$ cat config.mk
export PLATFORM = sky130hd
export DESIGN_NAME = i2c_register_write_queue
export DESIGN_NICKNAME = d
export VERILOG_FILES = /design/src/irwq_pkg.sv /design/src/irwq_front.sv /design/src/irwq_back.sv /design/src/irwq_res_fifo.sv /design/src/i2c_register_write_queue.sv
export SDC_FILE = /design/constraint.sdc
export NUM_CORES = 1
export LEC_CHECK = 0
export BUFFER_PORTS_ARGS = -buffer_cell sky130_fd_sc_hd__buf_4
export CORE_AREA = 2 2 174 176
export CTS_BUF_LIST = sky130_fd_sc_hd__clkbuf_8
export CTS_CLUSTER_DIAMETER = 60
export DETAILED_ROUTE_END_ITERATION = 6
export DIE_AREA = 0 0 176 178
export GPL_TIMING_DRIVEN = 0
export PLACE_DENSITY = 0.87
export SLEW_MARGIN = 30
export SYNTH_ARGS = -nofsm -noshare
export SYNTH_HDL_FRONTEND = slang
export SYNTH_SLANG_ARGS = --single-unit
export TNS_END_PERCENT = 20
$ cat constraint.sdc
create_clock -name clk -period 4.8 [get_ports clk]
set_input_delay 0.24 -clock clk [delete_from_list [all_inputs] [get_ports clk]]
set_output_delay 0.24 -clock clk [all_outputs]
set_load 0.02 [all_outputs]
$ cat src/irwq_pkg.sv
// Shared types and constants for the I2C register write queue.
// Used by every module of the block but the checker; depends on nothing else.
package irwq_pkg;

  localparam int QueueDepthDefault = 16;
  localparam logic [6:0] DevAddrReset = 7'd28;

  typedef enum logic [1:0] {
    REQ_WRITE      = 2'd0,
    REQ_BYTE_SENT  = 2'd1,
    REQ_CLEAR      = 2'd2,
    REQ_HARD_CLEAR = 2'd3
  } req_t;

  // Classified command handed from the front end to the sequencer.
  typedef struct packed {
    req_t        req;
    logic [15:0] word;
    logic        first;
    logic [7:0]  count;
    logic        err;
  } cmd_t;

  typedef struct packed {
    logic       accepted;
    logic       start_tx;
    logic       tx_valid;
    logic [7:0] tx_byte;
    logic       stop_bus;
    logic       bus_reset;
    logic       refresh_request;
    logic       busy_res;
    logic [6:0] target_addr;
  } res_t;

endpackage

$ cat src/irwq_front.sv
// Front end: accepts request items, classifies them and holds them in a
// two-entry command queue. Depends on irwq_pkg.
module irwq_front (
  input  logic          clk,
  input  logic          rst,
  input  logic          push,
  output logic          full,
  input  logic [1:0]    req_type,
  input  logic [7:0]    reg_addr,
  input  logic [7:0]    reg_value,
  input  logic          batch_first,
  input  logic [7:0]    batch_count,
  input  logic          bus_error,
  output logic          cmd_valid,
  input  logic          cmd_take,
  output irwq_pkg::cmd_t cmd
);
  import irwq_pkg::*;

  cmd_t       entry [2];
  logic       wr_ptr;
  logic       rd_ptr;
  logic [1:0] count;
  cmd_t       classified;
  logic       do_push;
  logic       do_pop;

  always_comb begin
    classified.req   = req_t'(req_type);
    classified.word  = {reg_addr, reg_value};
    classified.first = batch_first;
    // A zero count is taken as a batch of one word.
    classified.count = (batch_count == 8'd0) ? 8'd1 : batch_count;
    classified.err   = bus_error;
  end

  assign full      = (count == 2'd2);
  assign cmd_valid = (count != 2'd0);
  assign cmd       = entry[rd_ptr];
  assign do_push   = push && !full;
  assign do_pop    = cmd_take && cmd_valid;

  always_ff @(posedge clk) begin
    if (do_push) begin
      entry[wr_ptr] <= classified;
    end
  end

  always_ff @(posedge clk) begin
    if (rst) begin
      wr_ptr <= 1'b0;
      rd_ptr <= 1'b0;
      count  <= 2'd0;
    end else begin
      if (do_push) begin
        wr_ptr <= ~wr_ptr;
      end
      if (do_pop) begin
        rd_ptr <= ~rd_ptr;
      end
      case ({do_push, do_pop})
        2'b10:   count <= count + 2'd1;
        2'b01:   count <= count - 2'd1;
        default: count <= count;
      endcase
    end
  end

endmodule

$ cat src/irwq_back.sv
// Back end: the transfer sequencer with the word store, its pointers and
// the device address register. Depends on irwq_pkg.
module irwq_back #(
  parameter int QUEUE_DEPTH = irwq_pkg::QueueDepthDefault
) (
  input  logic           clk,
  input  logic           rst,
  input  logic           cmd_valid,
  output logic           cmd_take,
  input  irwq_pkg::cmd_t cmd,
  input  logic           res_full,
  output logic           res_push,
  output irwq_pkg::res_t res,
  input  logic           cfg_valid,
  input  logic [6:0]     cfg_data
);
  import irwq_pkg::*;

  localparam int PtrW = (QUEUE_DEPTH > 1) ? $clog2(QUEUE_DEPTH) : 1;
  localparam int CntW = $clog2(QUEUE_DEPTH + 1);
  localparam int CmpW = ((CntW > 8) ? CntW : 8) + 1;
  localparam logic [PtrW-1:0] LastPtr = PtrW'(QUEUE_DEPTH - 1);
  localparam logic [CntW-1:0] DepthCnt = CntW'(QUEUE_DEPTH);

  typedef enum logic [1:0] {
    ST_IDLE = 2'b01,
    ST_EXEC = 2'b10
  } state_t;

  logic [15:0]     mem [QUEUE_DEPTH];
  logic [15:0]     rd_data;

  state_t          state, state_next;
  cmd_t            cur_cmd;
  logic [PtrW-1:0] rd_ptr, rd_ptr_next;
  logic [PtrW-1:0] wr_ptr, wr_ptr_next;
  logic [CntW-1:0] fill, fill_next;
  logic [15:0]     cur_word, cur_word_next;
  logic            low_sent, low_sent_next;
  logic            active, active_next;
  logic            rejected, rejected_next;
  logic [6:0]      dev_addr;

  logic [CntW-1:0] room;
  logic [CmpW-1:0] room_ext;
  logic [CmpW-1:0] cnt_ext;
  logic            mem_we;
  res_t            r;

  assign room     = DepthCnt - fill;
  assign room_ext = CmpW'(room);
  assign cnt_ext  = CmpW'(cur_cmd.count);

  assign cmd_take = (state == ST_IDLE) && cmd_valid && !res_full;
  assign res_push = (state == ST_EXEC);
  assign res      = r;

  always_comb begin
    state_next    = state;
    rd_ptr_next   = rd_ptr;
    wr_ptr_next   = wr_ptr;
    fill_next     = fill;
    cur_word_next = cur_word;
    low_sent_next = low_sent;
    active_next   = active;
    rejected_next = rejected;
    mem_we        = 1'b0;
    r             = '0;

    case (state)
      ST_IDLE: begin
        if (cmd_take) begin
          state_next = ST_EXEC;
        end
      end
      ST_EXEC: begin
        state_next = ST_IDLE;
        case (cur_cmd.req)
          REQ_WRITE: begin
            if (cur_cmd.first) begin
              if (!active) begin
                // Idle: the first word goes straight out, so one entry less is needed.
                if (cnt_ext - CmpW'(1) > room_ext) begin
                  rejected_next = 1'b1;
                end else begin
                  rejected_next = 1'b0;
                  cur_word_next = cur_cmd.word;
                  low_sent_next = 1'b0;
                  active_next   = 1'b1;
                  r.start_tx    = 1'b1;
                  r.tx_valid    = 1'b1;
                  r.tx_byte     = cur_cmd.word[15:8];
                  r.accepted    = 1'b1;
                end
              end else if (cnt_ext > room_ext) begin
                rejected_next = 1'b1;
              end else begin
                rejected_next = 1'b0;
                mem_we        = (fill != DepthCnt);
              end
            end else if (!rejected) begin
              mem_we = (fill != DepthCnt);
            end
            if (mem_we) begin
              r.accepted  = 1'b1;
              wr_ptr_next = (wr_ptr == LastPtr) ? '0 : wr_ptr + PtrW'(1);
              fill_next   = fill + CntW'(1);
            end
          end
          REQ_BYTE_SENT: begin
            if (active) begin
              if (cur_cmd.err) begin
                rd_ptr_next       = '0;
                wr_ptr_next       = '0;
                fill_next         = '0;
                active_next       = 1'b0;
                r.stop_bus        = 1'b1;
                r.bus_reset       = 1'b1;
                r.refresh_request = 1'b1;
              end else if (!low_sent) begin
                low_sent_next = 1'b1;
                r.tx_valid    = 1'b1;
                r.tx_byte     = cur_word[7:0];
                r.stop_bus    = 1'b1;
              end else if (fill != '0) begin
                cur_word_next = rd_data;
                low_sent_next = 1'b0;
                rd_ptr_next   = (rd_ptr == LastPtr) ? '0 : rd_ptr + PtrW'(1);
                fill_next     = fill - CntW'(1);
                r.start_tx    = 1'b1;
                r.tx_valid    = 1'b1;
                r.tx_byte     = rd_data[15:8];
              end else begin
                r.stop_bus  = 1'b1;
                active_next = 1'b0;
              end
            end
          end
          REQ_CLEAR: begin
            rd_ptr_next = '0;
            wr_ptr_next = '0;
            fill_next   = '0;
          end
          REQ_HARD_CLEAR: begin
            rd_ptr_next = '0;
            wr_ptr_next = '0;
            fill_next   = '0;
            active_next = 1'b0;
            r.stop_bus  = 1'b1;
          end
          default: begin
            state_next = ST_IDLE;
          end
        endcase
        r.busy_res    = active_next;
        r.target_addr = r.start_tx ? dev_addr : 7'd0;
      end
      default: begin
        state_next = ST_IDLE;
      end
    endcase
  end

  // The head entry is read every cycle; the value read while idle is the
  // one used when the item executes, as the read pointer does not move
  // in between.
  always_ff @(posedge clk) begin
    rd_data <= mem[rd_ptr];
    if (mem_we) begin
      mem[wr_ptr] <= cur_cmd.word;
    end
  end

  always_ff @(posedge clk) begin
    if (cmd_take) begin
      cur_cmd <= cmd;
    end
  end

  always_ff @(posedge clk) begin
    if (rst) begin
      state    <= ST_IDLE;
      rd_ptr   <= '0;
      wr_ptr   <= '0;
      fill     <= '0;
      cur_word <= '0;
      low_sent <= 1'b0;
      active   <= 1'b0;
      rejected <= 1'b0;
      dev_addr <= DevAddrReset;
    end else begin
      state    <= state_next;
      rd_ptr   <= rd_ptr_next;
      wr_ptr   <= wr_ptr_next;
      fill     <= fill_next;
      cur_word <= cur_word_next;
      low_sent <= low_sent_next;
      active   <= active_next;
      rejected <= rejected_next;
      if (cfg_valid) begin
        dev_addr <= cfg_data;
      end
    end
  end

endmodule

$ cat src/irwq_res_fifo.sv
// Two-entry result queue that separates the sequencer from the consumer.
// Depends on irwq_pkg.
module irwq_res_fifo (
  input  logic           clk,
  input  logic           rst,
  input  logic           wr_en,
  output logic           full,
  input  irwq_pkg::res_t wr_data,
  input  logic           pop,
  output logic           empty,
  output irwq_pkg::res_t rd_data
);
  import irwq_pkg::*;

  res_t       entry [2];
  logic       wr_ptr;
  logic       rd_ptr;
  logic [1:0] count;
  logic       do_push;
  logic       do_pop;

  assign full    = (count == 2'd2);
  assign empty   = (count == 2'd0);
  assign rd_data = entry[rd_ptr];
  assign do_push = wr_en && !full;
  assign do_pop  = pop && !empty;

  always_ff @(posedge clk) begin
    if (do_push) begin
      entry[wr_ptr] <= wr_data;
    end
  end

  always_ff @(posedge clk) begin
    if (rst) begin
      wr_ptr <= 1'b0;
      rd_ptr <= 1'b0;
      count  <= 2'd0;
    end else begin
      if (do_push) begin
        wr_ptr <= ~wr_ptr;
      end
      if (do_pop) begin
        rd_ptr <= ~rd_ptr;
      end
      case ({do_push, do_pop})
        2'b10:   count <= count + 2'd1;
        2'b01:   count <= count - 2'd1;
        default: count <= count;
      endcase
    end
  end

endmodule

$ cat src/i2c_register_write_queue.sv
// I2C register write queue: every request item gives exactly one result item.
// A taken item is latched by the sequencer, executed, and its result registered in
// the result queue. No new item is taken until the last has executed, that is, the
// word store head has been read (registered read) and the item executed.
// Reset (rst, synchronous): both queues empty, idle, device address 28.
// The word store needs no clearing; only written entries are ever used.
module i2c_register_write_queue #(
  parameter int QUEUE_DEPTH = irwq_pkg::QueueDepthDefault
) (
  input  logic       clk,
  input  logic       rst,
  input  logic       push,
  output logic       full,
  input  logic [1:0] req_type,
  input  logic [7:0] reg_addr,
  input  logic [7:0] reg_value,
  input  logic       batch_first,
  input  logic [7:0] batch_count,
  input  logic       bus_error,
  output logic       empty,
  input  logic       pop,
  output logic       accepted,
  output logic       start_tx,
  output logic       tx_valid,
  output logic [7:0] tx_byte,
  output logic       stop_bus,
  output logic       bus_reset,
  output logic       refresh_request,
  output logic       busy_res,
  output logic [6:0] target_addr,
  input  logic       cfg_valid,
  output logic       cfg_ready,
  input  logic [6:0] cfg_data
);
  import irwq_pkg::*;

  logic cmd_valid;
  logic cmd_take;
  cmd_t cmd;
  logic res_full;
  logic res_push;
  res_t res_in;
  res_t res_out;

  assign cfg_ready = 1'b1;

  irwq_front u_front (
    .clk         (clk),
    .rst         (rst),
    .push        (push),
    .full        (full),
    .req_type    (req_type),
    .reg_addr    (reg_addr),
    .reg_value   (reg_value),
    .batch_first (batch_first),
    .batch_count (batch_count),
    .bus_error   (bus_error),
    .cmd_valid   (cmd_valid),
    .cmd_take    (cmd_take),
    .cmd         (cmd)
  );

  irwq_back #(
    .QUEUE_DEPTH (QUEUE_DEPTH)
  ) u_back (
    .clk       (clk),
    .rst       (rst),
    .cmd_valid (cmd_valid),
    .cmd_take  (cmd_take),
    .cmd       (cmd),
    .res_full  (res_full),
    .res_push  (res_push),
    .res       (res_in),
    .cfg_valid (cfg_valid),
    .cfg_data  (cfg_data)
  );

  irwq_res_fifo u_res_fifo (
    .clk     (clk),
    .rst     (rst),
    .wr_en   (res_push),
    .full    (res_full),
    .wr_data (res_in),
    .pop     (pop),
    .empty   (empty),
    .rd_data (res_out)
  );

  assign accepted        = res_out.accepted;
  assign start_tx        = res_out.start_tx;
  assign tx_valid        = res_out.tx_valid;
  assign tx_byte         = res_out.tx_byte;
  assign stop_bus        = res_out.stop_bus;
  assign bus_reset       = res_out.bus_reset;
  assign refresh_request = res_out.refresh_request;
  assign busy_res        = res_out.busy_res;
  assign target_addr     = res_out.target_addr;

endmodule

# After elaboration in Yosys (flattened, before gate mapping)
# Memory sizes are Yosys's and may differ from the RTL's. A register that Yosys moved wholly into a read port is not among the register bits.
# Index checks and enable logic that the tools add are counted.
[totals]
n_memories = 3
rom_bits = 0
in_bits = 40
register_bits = 41
ramBits = 356
word_cells = 167
out_inout_bits = 25
latchBits = 0
[op_classes]
n_lt_le_gt_ge = 2
shift = 0
n_div = 0
n_mul = 0
n_bitwise = 5
eq_ne = 25
reduce_logical = 26
muxes = 81
n_addsub = 10
[mem_list]
columns = ["memory", "words", "word_bits", "read_ports", "rd_ports_with_merged_regs", "write_ports", "line", "text"]
rows = [
  ["u_back.mem", 16, 16, 1, 1, 1, "irwq_back.sv:30", "logic [15:0] mem [QUEUE_DEPTH];"],
  ["u_front.entry", 2, 28, 1, 1, 1, "irwq_front.sv:20", "cmd_t entry [2];"],
  ["u_res_fifo.entry", 2, 22, 1, 1, 1, "irwq_res_fifo.sv:15", "res_t entry [2];"],
]
[op_table]
columns = ["op", "count"]
rows = [
  ["$mux 8", 8],
  ["$mux 10", 4],
  ["$mux 1", 37],
  ["$mux 4", 9],
  ["$mux 11", 3],
  ["$mux 5", 5],
  ["$mux 22", 1],
  ["$pmux 10 s2", 1],
  ["$pmux 8 s2", 1],
  ["$pmux 5 s3", 1],
  ["$eq 2x2->1 const B", 7],
  ["$mux 13", 1],
  ["$ne 2x1->1 const B", 6],
  ["$pmux 4 s3", 1],
  ["$reduce_and 5->1", 2],
  ["$reduce_bool 2->1", 5],
  ["$gt 9x5->1", 1],
  ["$reduce_and 9->1", 1],
  ["$sub 8x1->9 const B", 1],
  ["$add 4x1->4 const B", 2],
  ["$eq 2x1->1 const B", 4],
  ["$eq 4x4->1 const B", 2],
  ["$gt 8x5->1", 1],
  ["$logic_not 8->1", 1],
  ["23 further kinds", 44],
]

# Depth between registers and ports, before layout
[logic_depth]
depth_word = 11
mapped_depth = 12
mapped_depth_nobuf = 10

# Modules after synthesis
# From an unflattened synthesis, not the netlist that was laid out.
[unflattened]
hier_cells = 966
hier_area_um2 = 17628.2
[by_module_without_submodules]
columns = ["module", "area_per_inst_um2", "n_inst", "cells_per_inst", "seq_area_each_um2"]
rows = [
  ["irwq_back", 13530.5, 1, 747, 9509.1],
  ["irwq_front", 2283.4, 1, 123, 1781.7],
  ["irwq_res_fifo", 1803.0, 1, 94, 1421.4],
  ["i2c_register_write_queue", 11.3, 1, 2, 0.0],
]

# Least setup slack after synthesis
# Ideal clock, no wire load.
[synth_path]
path_kind = "reg-to-reg"
start = "register u_back.fill[0]"
end = "memory u_back.mem[1][0], enable pin"
slack_ns = 0.580
stages_incl_launch_ff = 11
t_required_ns = 4.391
arrival_time_ns = 3.811
path_buffers = 0
setup_ns = 0.409
period_less_slack_ns = 4.220
cell_sequence = "dfxtp_1 -> inv_1 -> ha_1 -> nor3b_1 -> ha_1 -> xnor2_1 -> or4_1 -> o21a_1 -> o22ai_1 -> nand3_1 -> nor3_1"
[synth_between]
elab_chain_len = 11
word_cells_on_any_way = 13
cone_classes = "1 x add/sub; 1 x order compare; 1 x eq/ne; 10 x mux"
[synth_lines]
columns = ["element", "line", "text"]
rows = [
  ["start: declaration", "irwq_back.sv:37", "logic [CntW-1:0] fill, fill_next;"],
  ["start signal: assignment", "irwq_back.sv:195", "fill <= fill_next;"],
  ["$sub 5x5->5", "irwq_back.sv:50", "assign room = DepthCnt - fill;"],
  ["$gt 8x5->1", "irwq_back.sv:95", "end else if (cnt_ext > room_ext) begin"],
  ["$mux 1", "irwq_back.sv:95", ""],
  ["$mux 1", "irwq_back.sv:81", "if (!active) begin"],
  ["$mux 1 *", "irwq_back.sv:80", "if (cur_cmd.first) begin"],
  ["$mux 1 *", "irwq_back.sv:78", "case (cur_cmd.req)"],
  ["$mux 1 *", "irwq_back.sv:70", "case (state)"],
  ["$mux 1 *", "irwq_back.sv:78", ""],
  ["$mux 1 *", "irwq_back.sv:70", ""],
  ["$mux 1 *", "irwq_back.sv:169", "if (mem_we) begin"],
  ["$mux 1 (not written as such) *", "irwq_back.sv:170", "mem[wr_ptr] <= cur_cmd.word;"],
  ["end: declaration", "irwq_back.sv:30", ""],
]
# Mark *: on every way between the ends. The rest lies on a longest branch, timed or not. The select of a mux whose other input is x is not followed.

# Worst setup path after layout
[layout_path]
start = "register u_back.fill[0]"
end = "memory u_back.mem[3][2], enable pin"
# The elaborated chain is that of the path after synthesis.

==> results_dict.tcl <==
set metrics [dict create \
    run_status "finished clean" \
    postSynth.topFlopCell "sky130_fd_sc_hd__edfxtp_1" \
    grt_first_pass_wirelength_um 57800 \
    residual_overflow_from_global_routing 0 \
    post_synth_edffs 382 \
    layout_commonest_cell "sky130_fd_sc_hd__edfxtp_1" \
    min_delay_path_depth 4 \
    drt_drc_violations_left 0 \
    floorplan.io_pins 65 \
    via_count 9652 \
    worstPathArrival_ns 4.85 \
    worst_pin_slew_ns 0.930 \
    root_buffer "sky130_fd_sc_hd__clkbuf_8" \
    worst_setup_hold_path_clk_slew_ns 0.07 \
    slew_headroom_pct 38.0 \
    insertedDiodeCount 0 \
    cts.sinks 440 \
    vdd.ir_drop.worst_uv 348 \
    max_cap_violations 0 \
    yosysSeqAreaShare_pct 72.8 \
    postSynthAreaPerCell_um2 18.2 \
    netlist_top_cells_area "sky130_fd_sc_hd__edfxtp_1 (66%), sky130_fd_sc_hd__mux4_2 (10%), sky130_fd_sc_hd__dfxtp_1 (6.7%), sky130_fd_sc_hd__mux2_2 (3.2%), sky130_fd_sc_hd__ha_1 (1.5%)" \
    routed_wl_um 38200 \
    grt_util_all_layers_pct 25.2 \
    cts_buffer_depth 3 \
    r2r_slack_ns 0.25 \
    setup.worst_path.start_class "register" \
    hold_viol_final 0 \
    cellLeakagePower_uw 0.00676 \
    cts_setup_buffers 0 \
    synthDominantAreaCellType "sky130_fd_sc_hd__edfxtp_1" \
    finalNetCount 1199 \
    post_synth_inst_count 953 \
    grt_setup_unrepaired "no" \
    dp_hpwl_um 24200 \
    globalplace.congestion 0.890 \
    crit-reg2reg-capture "u_back.mem[3][2]" \
    synth-warning-count 0 \
    setup_viol 0 \
    flop_and_latch_count_out_of_synthesis 440 \
    timing.final.crit_share_pct 94.7 \
    number_of_cts_inserted_buffers 69 \
    drt_iter0_drc 1201 \
    routedWlPerCell_um 24.2 \
    final_period_minus_worst_setup_slack_ns 4.55 \
    first_global_vias 10100 \
    tritoncts_clock_tree "done" \
    hold_end "u_front.wr_ptr" \
    cell_variety_after_synth 57 \
    area_growth_pct 16.5 \
    critical_path_peak_fanout 9 \
    rows 63 \
    max_clock_freq_mhz 220 \
    post_route_cells_drive_above_1_share_pct 28.5 \
    drtPass1Iterations 5 \
    final_cell_mix "sky130_fd_sc_hd__edfxtp_1 (382), sky130_fd_sc_hd__mux4_2 (80), sky130_fd_sc_hd__clkbuf_8 (77)" \
    reg2reg_from "u_back.fill[0]" \
    cp-end-kind "register" \
    die_area_um2 31300 \
    critical_path_class "register to register" \
    detailedPlace.worstSlack_ns 0.209 \
    required_ns 5.10 \
    die-width_um 176 \
    start_util_pct 59.1 \
    finalMaxSlewViolations 0 \
    placeableCoreArea_um2 29400 \
    final.setup_skew_ns 0.0393 \
    final_util_pct 68.8 \
    postSynth.asyncResetShare_pct 0 \
    min-delay-path-class "input port to register" \
    synthDominantCellAreaShare_pct 66.1 \
    mappedNetlistArea_um2 17400 \
    latest_clock_arrival_within_the_worst_skew_pair_ns 0.60 \
    post-route-worst-setup-slack_ns 0.253 \
    numPortBuffers 61 \
    chipHeight_um 178 \
    post_drt_via_cell_ratio 6.10 \
    reg2reg_depth 12 \
    synth_nets 1014 \
    antenna_violations_before_repair 0 \
    grt_start_max_net_pins 29 \
    antenna_violating_nets_post_route 0 \
    min_from "push" \
    power.density_nw_per_um2 452 \
    htree_num_levels 3 \
    pwr_total_uw 9150 \
]
Yosys cell counts, drive strengths merged (2+ instances only):
master,count
edfxtp,382
mux4,80
dfxtp,58
nor2,53
mux2,50
clkbuf,38
nand2,28
ha,21
a211oi,20
a21oi,19
o21ai,17
buf,16
mux2i,16
inv,14
nor3,13
nand3,11
a22oi,10
and2,9
nand2b,9
xor2,9
o2bb2ai,8
or3,8
xnor2,8
nor2b,7
a21o,5
and3,5
nor3b,4
nor4,4
nand4b,3
or4,3
a221o,2
a311oi,2
nor4b,2
o21a,2
or2,2
worst max-delay path, stage by stage (launching register included):
cell and delay (ns):
sky130_fd_sc_hd__dfxtp_1 0.43, sky130_fd_sc_hd__inv_1 0.10, sky130_fd_sc_hd__ha_1 0.24, sky130_fd_sc_hd__nor3b_2 0.39
sky130_fd_sc_hd__ha_1 0.35, sky130_fd_sc_hd__xnor2_1 0.17, sky130_fd_sc_hd__or4_1 0.61, sky130_fd_sc_hd__o21a_1 0.17
sky130_fd_sc_hd__o22ai_1 0.40, sky130_fd_sc_hd__nand3_1 0.44, sky130_fd_sc_hd__nor3_2 0.52, sky130_fd_sc_hd__buf_4 0.26
sky130_fd_sc_hd__buf_4 0.16
report_power, final:
part,internal (uW),switching (uW),total [uW]
Sequential,4710,422,5130
Clock,1480,1410,2890
Combinational,443,686,1130
cells by family after synthesis:
logic type	Yosys count	synth area share [%]
other cells	1	0.0216
simple gates	164	4.87
xor+xnor	17	0.858
compound gates	96	3.85
mux	146	14.5
buf+inv	68	1.59
fa+ha+maj	21	1.51
flops	440	72.8
through the flow:
| stage | hold slack, ns | setup TNS, ns | cell area [um2] | instances |
|---|---|---|---|---|
| after floorplan | 0.339 | 0 | 17400 | 953 |
| after global placement | 0.425 | -127.25 | 18300 | 1404 |
| after detailed placement | 0.429 | 0 | 18600 | 1422 |
| after CTS | 0.0823 | 0 | 20200 | 1581 |
| after global routing | 0.167 | 0 | 20200 | 1581 |
| final | 0.123 | 0 | 20200 | 1581 |
worst max-delay path by stage:
| stage | startpoint | endpoint | slack (ns) | depth (start not counted) |
|---|---|---|---|---|
| global placement | u_res_fifo.count[0] | u_back.cur_cmd[16] | -1.17 | 2 |
| detailed placement | u_back.fill[0] | u_back.mem[3][2] | 0.21 | 12 |
| floorplan | u_back.fill[0] | u_back.mem[1][0] | 0.58 | 10 |
| finish | u_back.fill[0] | u_back.mem[3][2] | 0.25 | 12 |
| global route | u_back.fill[0] | u_back.mem[3][14] | 0.17 | 12 |
| CTS | u_back.fill[0] | u_back.mem[3][14] | 0.12 | 12 |
layout make-up:
type / instances / area (um2)
timing repair buffer: 114 / 951
fill: 1738 / 9180
inverter: 14 / 52.6
clock inverter: 47 / 209
multi-input combinational: 445 / 4600
clock buffer: 77 / 1060
buffer: 54 / 226
tap: 390 / 488
sequential: 440 / 12600
state kept, by name, indices dropped and copies added (netlist names), 2 cells and up, named ones only:
| name | cells |
|---|---|
| u_back.cnt_ext | 8 |
| u_res_fifo.count | 2 |
| u_back.rd_data | 16 |
| u_front.count | 2 |
| u_back.fill | 5 |
| u_back.cur_word | 8 |
| u_back.dev_addr | 7 |
| u_back.wr_ptr | 4 |
| u_back.cur_cmd | 20 |
| u_res_fifo.entry | 42 |
| u_back.state | 2 |
| u_back.mem | 256 |
| u_front.entry | 56 |
| u_back.rd_ptr | 4 |
routing by layer:
metal  routed length (um)  part of all wire (%)  track usage [%]
met5                    0                     0                0
met4                 1190                   3.1             10.7
met3                 3160                   8.3             4.92
met2                19200                    50             41.9
met1                14600                    38             33.0
timing repair:
item,in CTS,in global routing
setup endpoints to repair,0,16
hold buffers,35,0
hold endpoints to repair,63,0
gates resized for setup,0,1
(Power assumes the default switching activity.)
